==> src/hw/rtl/itg_pkg.sv <==
// Types, constants and tables shared by the attitude estimator modules.
`default_nettype none
package itg_pkg;

	localparam int CAL_SAMPLES_DEF = 100;
	localparam int CNT_W = 11;
	localparam int FIFO_DEPTH = 2;
	localparam int FIFO_PTR_W = $clog2(FIFO_DEPTH);
	localparam int CORDIC_STEPS = 25;

	localparam logic signed [19:0] HALF_PI_Q16 = 20'sd102944;
	localparam logic [22:0] TWO_PI_Q16 = 23'd411775;

	localparam logic signed [27:0] ATAN_Q24 [CORDIC_STEPS] = '{
		28'sd13176795, 28'sd7778716, 28'sd4110060, 28'sd2086331, 28'sd1047214,
		28'sd524117, 28'sd262123, 28'sd131069, 28'sd65536, 28'sd32768,
		28'sd16384, 28'sd8192, 28'sd4096, 28'sd2048, 28'sd1024, 28'sd512,
		28'sd256, 28'sd128, 28'sd64, 28'sd32, 28'sd16, 28'sd8, 28'sd4,
		28'sd2, 28'sd1
	};

	typedef enum logic {
		K_ACCEL,
		K_GYRO
	} itg_kind_t;

	typedef struct packed {
		itg_kind_t kind;
		logic signed [15:0] accel_x;
		logic signed [15:0] accel_y;
		logic signed [15:0] accel_z;
		logic signed [15:0] rate_x;
		logic signed [15:0] rate_y;
		logic signed [15:0] rate_z;
		logic [15:0] delta_t;
	} itg_item_t;

	typedef enum logic [4:0] {
		ST_IDLE,
		ST_SQ,
		ST_MAG,
		ST_ACC,
		ST_CAL,
		ST_GDIV,
		ST_RLD,
		ST_RDIV,
		ST_RFIN,
		ST_RSQ,
		ST_CSQ,
		ST_PCOR,
		ST_RLOAD,
		ST_RCOR,
		ST_FIN,
		ST_GMUL,
		ST_GRED,
		ST_OUT
	} itg_state_t;

endpackage
`default_nettype wire

==> src/hw/rtl/itg_front.sv <==
// Input stage: accepts items, tags their kind and queues them for the back end.
`default_nettype none
module itg_front (
	input  wire logic                clk,
	input  wire logic                arst_n,
	input  wire logic                in_valid,
	output logic                     in_stall,
	input  wire logic                func,
	input  wire logic signed [15:0]  accel_x,
	input  wire logic signed [15:0]  accel_y,
	input  wire logic signed [15:0]  accel_z,
	input  wire logic signed [15:0]  rate_x,
	input  wire logic signed [15:0]  rate_y,
	input  wire logic signed [15:0]  rate_z,
	input  wire logic [15:0]         delta_t,
	output itg_pkg::itg_item_t       item,
	input  wire logic                q_pop,
	output logic                     q_vld
);
	import itg_pkg::*;

	itg_item_t mem_q [FIFO_DEPTH];
	logic [FIFO_PTR_W-1:0] wr_ptr_q, rd_ptr_q;
	logic [FIFO_PTR_W:0] cnt_q;
	logic push, pop;
	itg_item_t in_item;

	always_comb begin
		in_item.kind = func ? K_GYRO : K_ACCEL;
		in_item.accel_x = accel_x;
		in_item.accel_y = accel_y;
		in_item.accel_z = accel_z;
		in_item.rate_x = rate_x;
		in_item.rate_y = rate_y;
		in_item.rate_z = rate_z;
		in_item.delta_t = delta_t;
	end

	assign in_stall = (cnt_q == (FIFO_PTR_W+1)'(FIFO_DEPTH));
	assign push = in_valid && !in_stall;
	assign q_vld = (cnt_q != '0);
	assign pop = q_pop && q_vld;
	assign item = mem_q[rd_ptr_q];

	always_ff @(posedge clk) begin
		if (push) begin
			mem_q[wr_ptr_q] <= in_item;
		end
	end

	always_ff @(posedge clk or negedge arst_n) begin
		if (!arst_n) begin
			wr_ptr_q <= '0;
			rd_ptr_q <= '0;
			cnt_q <= '0;
		end else begin
			if (push) begin
				wr_ptr_q <= wr_ptr_q + 1'b1;
			end
			if (pop) begin
				rd_ptr_q <= rd_ptr_q + 1'b1;
			end
			cnt_q <= cnt_q + (FIFO_PTR_W+1)'(push) - (FIFO_PTR_W+1)'(pop);
		end
	end

endmodule
`default_nettype wire

==> config.mk <==
export PLATFORM = sky130hd
export DESIGN_NAME = itg_front
export DESIGN_NICKNAME = d
export VERILOG_FILES = /design/src/hw/rtl/itg_pkg.sv /design/src/hw/rtl/itg_front.sv
export SDC_FILE = /design/constraint.sdc
export NUM_CORES = 1
export LEC_CHECK = 0
export BUFFER_PORTS_ARGS = -buffer_cell sky130_fd_sc_hd__buf_2
export CELL_PAD_IN_SITES_DETAIL_PLACEMENT = 0
export CELL_PAD_IN_SITES_GLOBAL_PLACEMENT = 1
export CORE_MARGIN = 5
export CORE_UTILIZATION = 40
export DETAILED_ROUTE_END_ITERATION = 10
export PLACE_DENSITY_LB_ADDON = 0.1
export SYNTH_ARGS = -nofsm -noshare
export SYNTH_HDL_FRONTEND = slang
export SYNTH_SLANG_ARGS = --single-unit
==> constraint.sdc <==
create_clock -name clk -period 6.2 [get_ports clk]
set_input_delay 0.31 -clock clk [delete_from_list [all_inputs] [get_ports clk]]
set_output_delay 0.31 -clock clk [all_outputs]
set_load 0.05 [all_outputs]
==> results.toml, run 1 <==
[timing]
final.min_clock_period_ns = 3.487
max_freq_mhz = 286.8
relSlewSlack_pct = 34.64
grt_setup_unrepaired = "false"
tns_ns = 0
fin_skew_ns = 0.005068
setup_violations = 0
finalHoldViolCount = 0
finalMaxSlewViolations = 0
postLayoutSetupSlackWorst_ns = 2.713
worstMarginPinSlew_ns = 0.9804
timing.final.crit_share_pct = 56.24

[floorplanning]
row_count = 53
core_area_sq_um = 21090
fp.dieH_um = 156.7
die-area_sq_um = 24540
die_x_um = 156.7
ios = 232
start_util_pct = 40.80

[min_path]
hold_class = "in -> reg"

[synthesis]
syn_area_sq_um = 8603
synth_most_common_cell = "edfxtp_1"
syn-num-nets = 489
synth_area_leaders = "edfxtp_1 (79%), mux2_4 (10%), mux2_2 (6.9%)"
synthDominantCellAreaShare_pct = 78.88
ys_warn_count = 0
synth-async-reset-ratio_pct = 1.739
ys.flop_type = "edfxtp_1"
syn-mean-instance-area_sq_um = 23.25
synth_cell_types = 17
synth_edf_count = 226
netlist_instances = 370
synth_largest_area_cell = "edfxtp_1"
synth-seq-area-share_pct = 80.05
ys_top_cells_by_count = "edfxtp_1 (226), mux2_4 (60), mux2_2 (53), buf_6 (7), buf_2 (5)"
ys_ff_latch = 230

[clock_tree]
cts_resized = 0
clkLatencyLatePin_ns = 0.50
clk_pin_slew_ns = 0.06
root_buffer = "clkbuf_16"
postCtsSetupBuffers = 0
cts_buffer_depth = 3
cts_made_buffers = 24
cts_tree = "done"
htree_levels = 1
holdBufCountCts = 113
clock_sinks = 230

[drt]
routedWlPerCell_um = 16.89
ant_nets = 0
vias = 4613
first_iter_violations = 187
drc = 0
avgViaCountPerCell = 4.496
routed_wl_um = 17330
first_pass_iters = 4

[finish]
finalNonFillerCells = 1026
nets = 850
syn_to_final_growth_pct = 38.79
drive_above_1_share_pct = 51.27

[run]
cap_violations = 0

[placement]
gp_congestion = 0.7719
dpl.hpwl_um = 11090
dp.cells = 867
portBuffers = 231
dp_slack_ns = 3.187

[critical_path]
critical_path_buf_inv_count = 2
endpoint_kind = "primary output"
worst-endpoint-required_ns = 5.89
worstSetupStartpointType = "flip-flop"
worstPathCellList = "buf_4 > mux2_2 > buf_2"
max_stage_delay_ns = 1.05
crit_arrival_ns = 3.18
worstSetupPathType = "reg -> out"
crit_path_top_delay_cell = "dfrtp_4"
worstPathMaxFanout = 59
path_delay_family = "buffers and inverters"

[grt]
grt_max_degree = 66
grt_usage_pct = 13.55
grt_pass1_vias = 4966
grt_pass1_wl_um = 26230
gr-total-overflow = 0
antenna_found_initial = 1

[pwr]
power_density_nw_per_um2 = 524.2
p_leak_nw = 4.679
vdd_drop_max_v = 0.0003437

[outcome]
status = "finished clean"
-- registers in the layout, summed over array words and instances, names as in the netlist --
register	count
mem_q	226
wr_ptr_q	1
rd_ptr_q	1
cnt_q	2
-- layout make-up --
cell class	count	area (sq um)
Antenna cell	2	5.005
Clock buffer	36	686.9
Clock inverter	8	86.33
Fill cell	1716	9148
Inverter	2	7.507
Multi-Input combinational cell	125	1603
Sequential cell	230	6890
Tap cell	275	344.1
Timing Repair Buffer	348	2317
-- per-layer routing --
metal  share of wire (%)  GRT usage [%]
met5                   0              0
met4                 2.2          3.843
met3                 9.4          4.176
met2                  48          22.65
met1                  40          17.17
-- kinds of logic after synthesis --
group	synth area share, %
buf+inv	1.469
xor+xnor	0.4073
fa+ha+maj	0.2908
flops	80.05
mux	17.41
simple gates	0.3782
-- metrics by stage --
stage	util [%]	instance area (sq um)	hold WS, ns	total power [mW]
detailed placement	47.57	10030	0.1245	4.896
floorplan	-	8603	0.01441	4.423
finish	56.62	11940	0.03674	6.259
global placement	47.57	10030	0.1224	4.873
global route	56.61	11940	0.009443	6.539
CTS	56.60	11940	0.008850	6.369
-- cell usage in the layout, fill, tap and decap left out, drive strengths merged --
| cell type | synthesis | final |
|---|---|---|
| edfxtp | 226 | 226 |
| diode | 0 | 2 |
| inv | 2 | 2 |
| nand2b | 1 | 1 |
| xor2 | 1 | 1 |
| buf | 13 | 235 |
| ha | 2 | 2 |
| dlygate4sd3 | 0 | 113 |
| clkinv | 0 | 6 |
| or2 | 1 | 1 |
| dfrtp | 4 | 4 |
| bufinv | 0 | 2 |
| nor2 | 1 | 1 |
| nand2 | 1 | 1 |
| mux2 | 113 | 113 |
| and3 | 1 | 1 |
| clkbuf | 0 | 36 |
| and2 | 1 | 1 |
| xnor2 | 3 | 3 |
-- final timing paths --
check                      cells past startpoint                  from                 endpoint  slack [ns]
setup / recovery                               3  rd_ptr_q$_DFFE_PN0P_                 item[19]        2.71
hold / removal                                 1            accel_z[4]   mem_q[1][68]$_DFFE_PP_        0.04
setup reg to reg                               3    cnt_q[1]$_DFF_PN0_  mem_q[1][106]$_DFFE_PP_        3.75
hold reg to reg                                1    cnt_q[1]$_DFF_PN0_       cnt_q[1]$_DFF_PN0_        0.51
max in group asynchronous                      2                arst_n     rd_ptr_q$_DFFE_PN0P_        5.89
min in group asynchronous                      2                arst_n     rd_ptr_q$_DFFE_PN0P_        0.17
-- where the power goes --
group | internal (mW) | switching, mW
clock network | 0.845 | 0.540
registers | 2.13 | 0.174
logic | 0.799 | 1.77
Power figures use the tool's default switching activity.
==> run 2: changes to the inputs <==
--- a/config.mk
+++ b/config.mk
@@ -5,11 +5,12 @@
 export SDC_FILE = /design/constraint.sdc
 export NUM_CORES = 1
 export LEC_CHECK = 0
+export ABC_AREA = 1
 export BUFFER_PORTS_ARGS = -buffer_cell sky130_fd_sc_hd__buf_2
 export CELL_PAD_IN_SITES_DETAIL_PLACEMENT = 0
 export CELL_PAD_IN_SITES_GLOBAL_PLACEMENT = 1
 export CORE_MARGIN = 5
-export CORE_UTILIZATION = 40
+export CORE_UTILIZATION = 41
 export DETAILED_ROUTE_END_ITERATION = 10
 export PLACE_DENSITY_LB_ADDON = 0.1
 export SYNTH_ARGS = -nofsm -noshare
==> constraint.sdc (replaced) <==
create_clock -name clk -period 3.6 [get_ports clk]
set_input_delay 0.18 -clock clk [delete_from_list [all_inputs] [get_ports clk]]
set_output_delay 0.18 -clock clk [all_outputs]
set_load 0.05 [all_outputs]
==> results.toml, run 2 <==
[outcome]
status = "finished clean"

[placement]
gp_congestion = 0.7273
dp.cells = 1105
portBuffers = 231
dpl.hpwl_um = 12020

[timing]
max_freq_mhz = 368.9
setup_violations = 0
timing.final.crit_share_pct = 75.30
final.min_clock_period_ns = 2.711
fin_skew_ns = 0.005149
worstMarginPinSlew_ns = 0.9954
hold_ws_ns = 0.03178
finalMaxSlewViolations = 0
finalHoldViolCount = 0
tns_ns = 0
grt_setup_unrepaired = "false"
relSlewSlack_pct = 33.64

[grt]
grt_pass1_wl_um = 29750
antenna_found_initial = 1
grt_pass1_vias = 5840
use_met1_pct = 19.01
gr-total-overflow = 0
use_met2_pct = 26.93
grtUsageMet3_pct = 4.384
grt_max_degree = 90
busiest_layer = "met2"
grt_usage_pct = 15.53

[finish]
most-common-layout-cells = "nand2_1 (352), buf_2 (231), edfxtp_1 (226)"
layout_commonest_cell = "nand2_1"
top_register = "mem_q"
reg_top3 = "mem_q x226, cnt_q x2"
syn_to_final_growth_pct = 38.41
largest_reg_flops = 226
antenna_cells = 0
drive_above_1_share_pct = 27.79
nets = 1095
finalNonFillerCells = 1263

[drt]
first_iter_violations = 197
routedWlPerCell_um = 15.23
ant_nets = 0
routed_wl_um = 19240
avgViaCountPerCell = 4.509
drc = 0
first_pass_iters = 4
vias = 5695

[clock_tree]
clk_pin_slew_ns = 0.06
cts_made_buffers = 24
clkLatencyLatePin_ns = 0.50
htree_levels = 1
cts_buffer_depth = 3
cts_tree = "done"
root_buffer = "clkbuf_16"
postCtsSetupBuffers = 0
clock_sinks = 230

[critical_path]
worstSetupPathType = "reg -> out"
worst-endpoint-required_ns = 3.42
worstSetupStartpointType = "flip-flop"
worstPathMaxFanout = 89
regToRegSetupSlack_ns = 1.59
crit_arrival_ns = 2.53
endpoint_kind = "primary output"

[synthesis]
ys_ff_latch = 230
netlist_instances = 623
synth-async-reset-ratio_pct = 1.739
ys.flop_type = "edfxtp_1"
synth_cell_types = 11
ys_warn_count = 0
synth_most_common_cell = "nand2_1"
syn-num-nets = 742
synth_edf_count = 226
ys_top_cells_by_count = "nand2_1 (352), edfxtp_1 (226), buf_2 (15), inv_1 (9), buf_6 (8)"
synthDominantCellAreaShare_pct = 80.11
syn-mean-instance-area_sq_um = 13.60
synth_area_leaders = "edfxtp_1 (80%), nand2_1 (16%), dfrtp_1 (1.2%)"
synth-seq-area-share_pct = 81.29
syn_area_sq_um = 8472
synth_largest_area_cell = "edfxtp_1"

[pwr]
vdd_drop_max_v = 0.0005326
switching_share_pct = 46.11
power_frac_comb_pct = 44.6
power_density_nw_per_um2 = 928.5
p_seq_share_pct = 35.2
pwr-share-clk_pct = 20.3
p_sw_mw = 5.020
intPower_mw = 5.867
p_leak_nw = 5.066

[floorplanning]
core_area_sq_um = 20300
fp.dieH_um = 153.7
ios = 232
die_x_um = 153.7
start_util_pct = 41.73
die-area_sq_um = 23640
row_count = 52

[run]
cap_violations = 0

[min_path]
hold_class = "in -> reg"
## run 2: what timing repair did
action	in CTS	in global routing
endpoints found under the hold margin	231	0
hold buffers	115	0
gates resized for setup	0	0
## run 2: routing by layer
metal  up-vias  routed length [um]
met3        39                1427
li1       2800                   -
met5         -                  13
met2       185                9515
met1      2669                7789
met4         2                 491
## run 2: cells by family after synthesis
| logic type | count (synthesis) | share of synthesized area, % |
|---|---|---|
| buffers and inverters | 35 | 2.599 |
| AND/OR/NAND/NOR | 356 | 15.82 |
| flip-flops | 230 | 81.29 |
| adder cells (fa/ha/maj) | 2 | 0.2953 |
## run 2: path summary, 6_finish.rpt
check                                      from                endpoint  depth (start not counted)
max                        rd_ptr_q$_DFFE_PN0P_                item[24]                          4
min                                    in_valid    wr_ptr_q$_DFFE_PN0P_                          3
max reg2reg                  cnt_q[1]$_DFF_PN0_  mem_q[0][49]$_DFFE_PP_                          4
min reg2reg                wr_ptr_q$_DFFE_PN0P_    wr_ptr_q$_DFFE_PN0P_                          2
max in group asynchronous                arst_n    rd_ptr_q$_DFFE_PN0P_                          2
min in group asynchronous                arst_n    rd_ptr_q$_DFFE_PN0P_                          2
## run 2: metrics by stage
step | instance area [sq um] | util (%) | power (mW) | worst slack [ns]
5_1_grt | 11730 | 57.77 | 11.44 | 0.7108
4_1_cts | 11730 | 57.77 | 11.04 | 0.8602
6_report | 11730 | 57.77 | 10.89 | 0.8890
3_5_place_dp | 9869 | 48.62 | 8.716 | 1.406
3_3_place_gp | 9869 | 48.62 | 8.686 | 1.422
2_1_floorplan | 8479 | - | 7.585 | 0.3706
## run 2: worst max-delay path, cell delays in order, from the launching register on
cell and delay [ns]:
dfrtp_4 0.62, buf_4 0.78, nand2_1 0.11, nand2_1 0.16, buf_2 0.28
## run 2: power groups by stage
stage                     combinational, mW  sequential [mW]  clock [mW]
after floorplan                        3.74             3.85           0
after global placement                 4.82             3.87           0
after detailed placement               4.83             3.89           0
after CTS                              4.94             3.84        2.27
after global routing                   5.17             3.88        2.38
final                                  4.85             3.83        2.21
## run 2: layout make-up
cell class | count | area [sq um]
sequential | 230 | 6890
timing repair buffer | 352 | 2377
clock inverter | 15 | 68.82
inverter | 10 | 42.54
multi-input combinational | 358 | 1373
fill | 1714 | 8573
tap | 270 | 337.8
clock buffer | 28 | 636.9
==> run 3: changes to the inputs <==
==> constraint.sdc (replaced) <==
create_clock -name clk -period 2.85 [get_ports clk]
set_input_delay 0.1425 -clock clk [delete_from_list [all_inputs] [get_ports clk]]
set_output_delay 0.1425 -clock clk [all_outputs]
set_load 0.05 [all_outputs]
==> results.toml, run 3 (same netlist as run 2, synthesis figures left out) <==
[outcome]
status = "finished clean"

[timing]
finalMaxSlewViolations = 0
worstMarginPinSlew_ns = 0.6752
tns_ns = 0
final.min_clock_period_ns = 2.289
hold_ws_ns = 0.3541
finalHoldViolCount = 0
grt_setup_unrepaired = "false"
fin_skew_ns = 0.007360
setup_violations = 0
timing.final.crit_share_pct = 80.33
max_freq_mhz = 436.8
relSlewSlack_pct = 54.99

[pwr]
switching_share_pct = 45.21
p_sw_mw = 6.387
vdd_drop_max_v = 0.0008083
power_frac_comb_pct = 44.3
p_seq_share_pct = 33.8
pwr-share-clk_pct = 21.8
power_density_nw_per_um2 = 1190
p_leak_nw = 5.114
intPower_mw = 7.741

[finish]
top_register = "mem_q"
largest_reg_flops = 226
syn_to_final_growth_pct = 40.11
antenna_cells = 0
drive_above_1_share_pct = 27.66
nets = 1101
reg_top3 = "mem_q x226, cnt_q x2"
most-common-layout-cells = "nand2_1 (352), buf_2 (231), edfxtp_1 (226)"
layout_commonest_cell = "nand2_1"

[clock_tree]
cts_tree = "done"
clk_pin_slew_ns = 0.06
cts_made_buffers = 25
clkLatencyLatePin_ns = 0.50
root_buffer = "clkbuf_16"
clock_sinks = 230
cts_buffer_depth = 3
htree_levels = 1
cts_resized = 0

[placement]
dpl.hpwl_um = 12060
portBuffers = 231
gp_congestion = 0.7389

[drt]
wl_met3_um = 1398
first_iter_violations = 213
wl_met2_um = 9518
ant_nets = 0
drc = 0
vias = 5662
top_layer = "met4"
avgViaCountPerCell = 4.465
first_pass_iters = 4
m1WireLength_um = 8031
routed_wl_um = 19380
routedWlPerCell_um = 15.28

[critical_path]
worstSetupPathType = "reg -> out"
regToRegSetupSlack_ns = 0.87
worstSetupStartpointType = "flip-flop"
worst-endpoint-required_ns = 2.71
rr_worst_depth = 5
crit_arrival_ns = 2.15
endpoint_kind = "primary output"
reg2reg_to = "mem_q[0][29]$_DFFE_PP_"
worstPathMaxFanout = 37
rr_startpoint = "cnt_q[0]$_DFF_PN0_"

[min_path]
whs_endpoint = "mem_q[0][90]$_DFFE_PP_"
min_path_cells = 2
hold_class = "in -> reg"
hold_path.startpoint = "accel_y[10]"

[floorplanning]
start_util_pct = 41.73
die_x_um = 153.7
die-area_sq_um = 23640
ios = 232
row_count = 52
core_area_sq_um = 20300
fp.dieH_um = 153.7

[grt]
grt_max_degree = 115
grt_pass1_vias = 5917
gr-total-overflow = 0
grt_pass1_wl_um = 30480
antenna_found_initial = 0
grt_usage_pct = 15.92

[run]
cap_violations = 0
## run 3: worst max-delay path by stage
stage                                     from                      to  slack (ns)
final                     rd_ptr_q$_DFFE_PN0P_                item[99]        0.56
after global routing      rd_ptr_q$_DFFE_PN0P_                item[99]        0.41
after CTS                 rd_ptr_q$_DFFE_PN0P_                item[99]        0.51
after detailed placement    cnt_q[0]$_DFF_PN0_  mem_q[0][22]$_DFFE_PP_        0.86
after global placement      cnt_q[0]$_DFF_PN0_  mem_q[0][22]$_DFFE_PP_        0.88
after floorplan             cnt_q[0]$_DFF_PN0_   mem_q[0][0]$_DFFE_PP_        0.17
## run 3: cell type report
type / instances / area (sq um)
fill: 1686 / 8429
sequential: 230 / 6890
timing repair buffer: 357 / 2445
multi-input combinational: 358 / 1373
clock buffer: 31 / 648.1
tap: 270 / 337.8
clock inverter: 12 / 132.6
inverter: 10 / 43.79
## run 3: power groups by stage
stage / Combinational, mW / Clock (mW) / Sequential [mW]
floorplan: 4.72 / 0 / 4.84
global placement: 6.18 / 0 / 4.82
global route: 6.68 / 3.36 / 4.83
CTS: 6.37 / 3.18 / 4.78
detailed placement: 6.23 / 0 / 4.85
finish: 6.26 / 3.09 / 4.78
## run 3: metal layers
metal	global-route usage (%)	vias up
met5	0	-
met4	4.247	0
met3	4.216	37
met2	27.26	179
met1	20.20	2631
li1	-	2815
## run 3: metrics by stage
stage,cell area (sq um),instances,power [mW],util [%],setup WS [ns]
after detailed placement,9918,1108,11.08,48.86,0.8585
after global placement,9918,1108,11.00,48.86,0.8783
after CTS,11870,1268,14.33,58.48,0.5074
final,11870,1268,14.13,58.48,0.5606
after global routing,11870,1268,14.88,58.48,0.4079
after floorplan,8483,623,9.567,-,0.1666
## run 3: timing repair
action	4_1_cts	5_1_grt
hold buffers	117	0
endpoints found under the hold margin	232	0
setup buffers	0	0
## run 3: critical path: stages (launching register included)
cell     delay, ns
dfrtp_4       0.50
inv_4         0.33
buf_4         0.34
nand2_1       0.08
nand2_1       0.10
buf_2         0.27
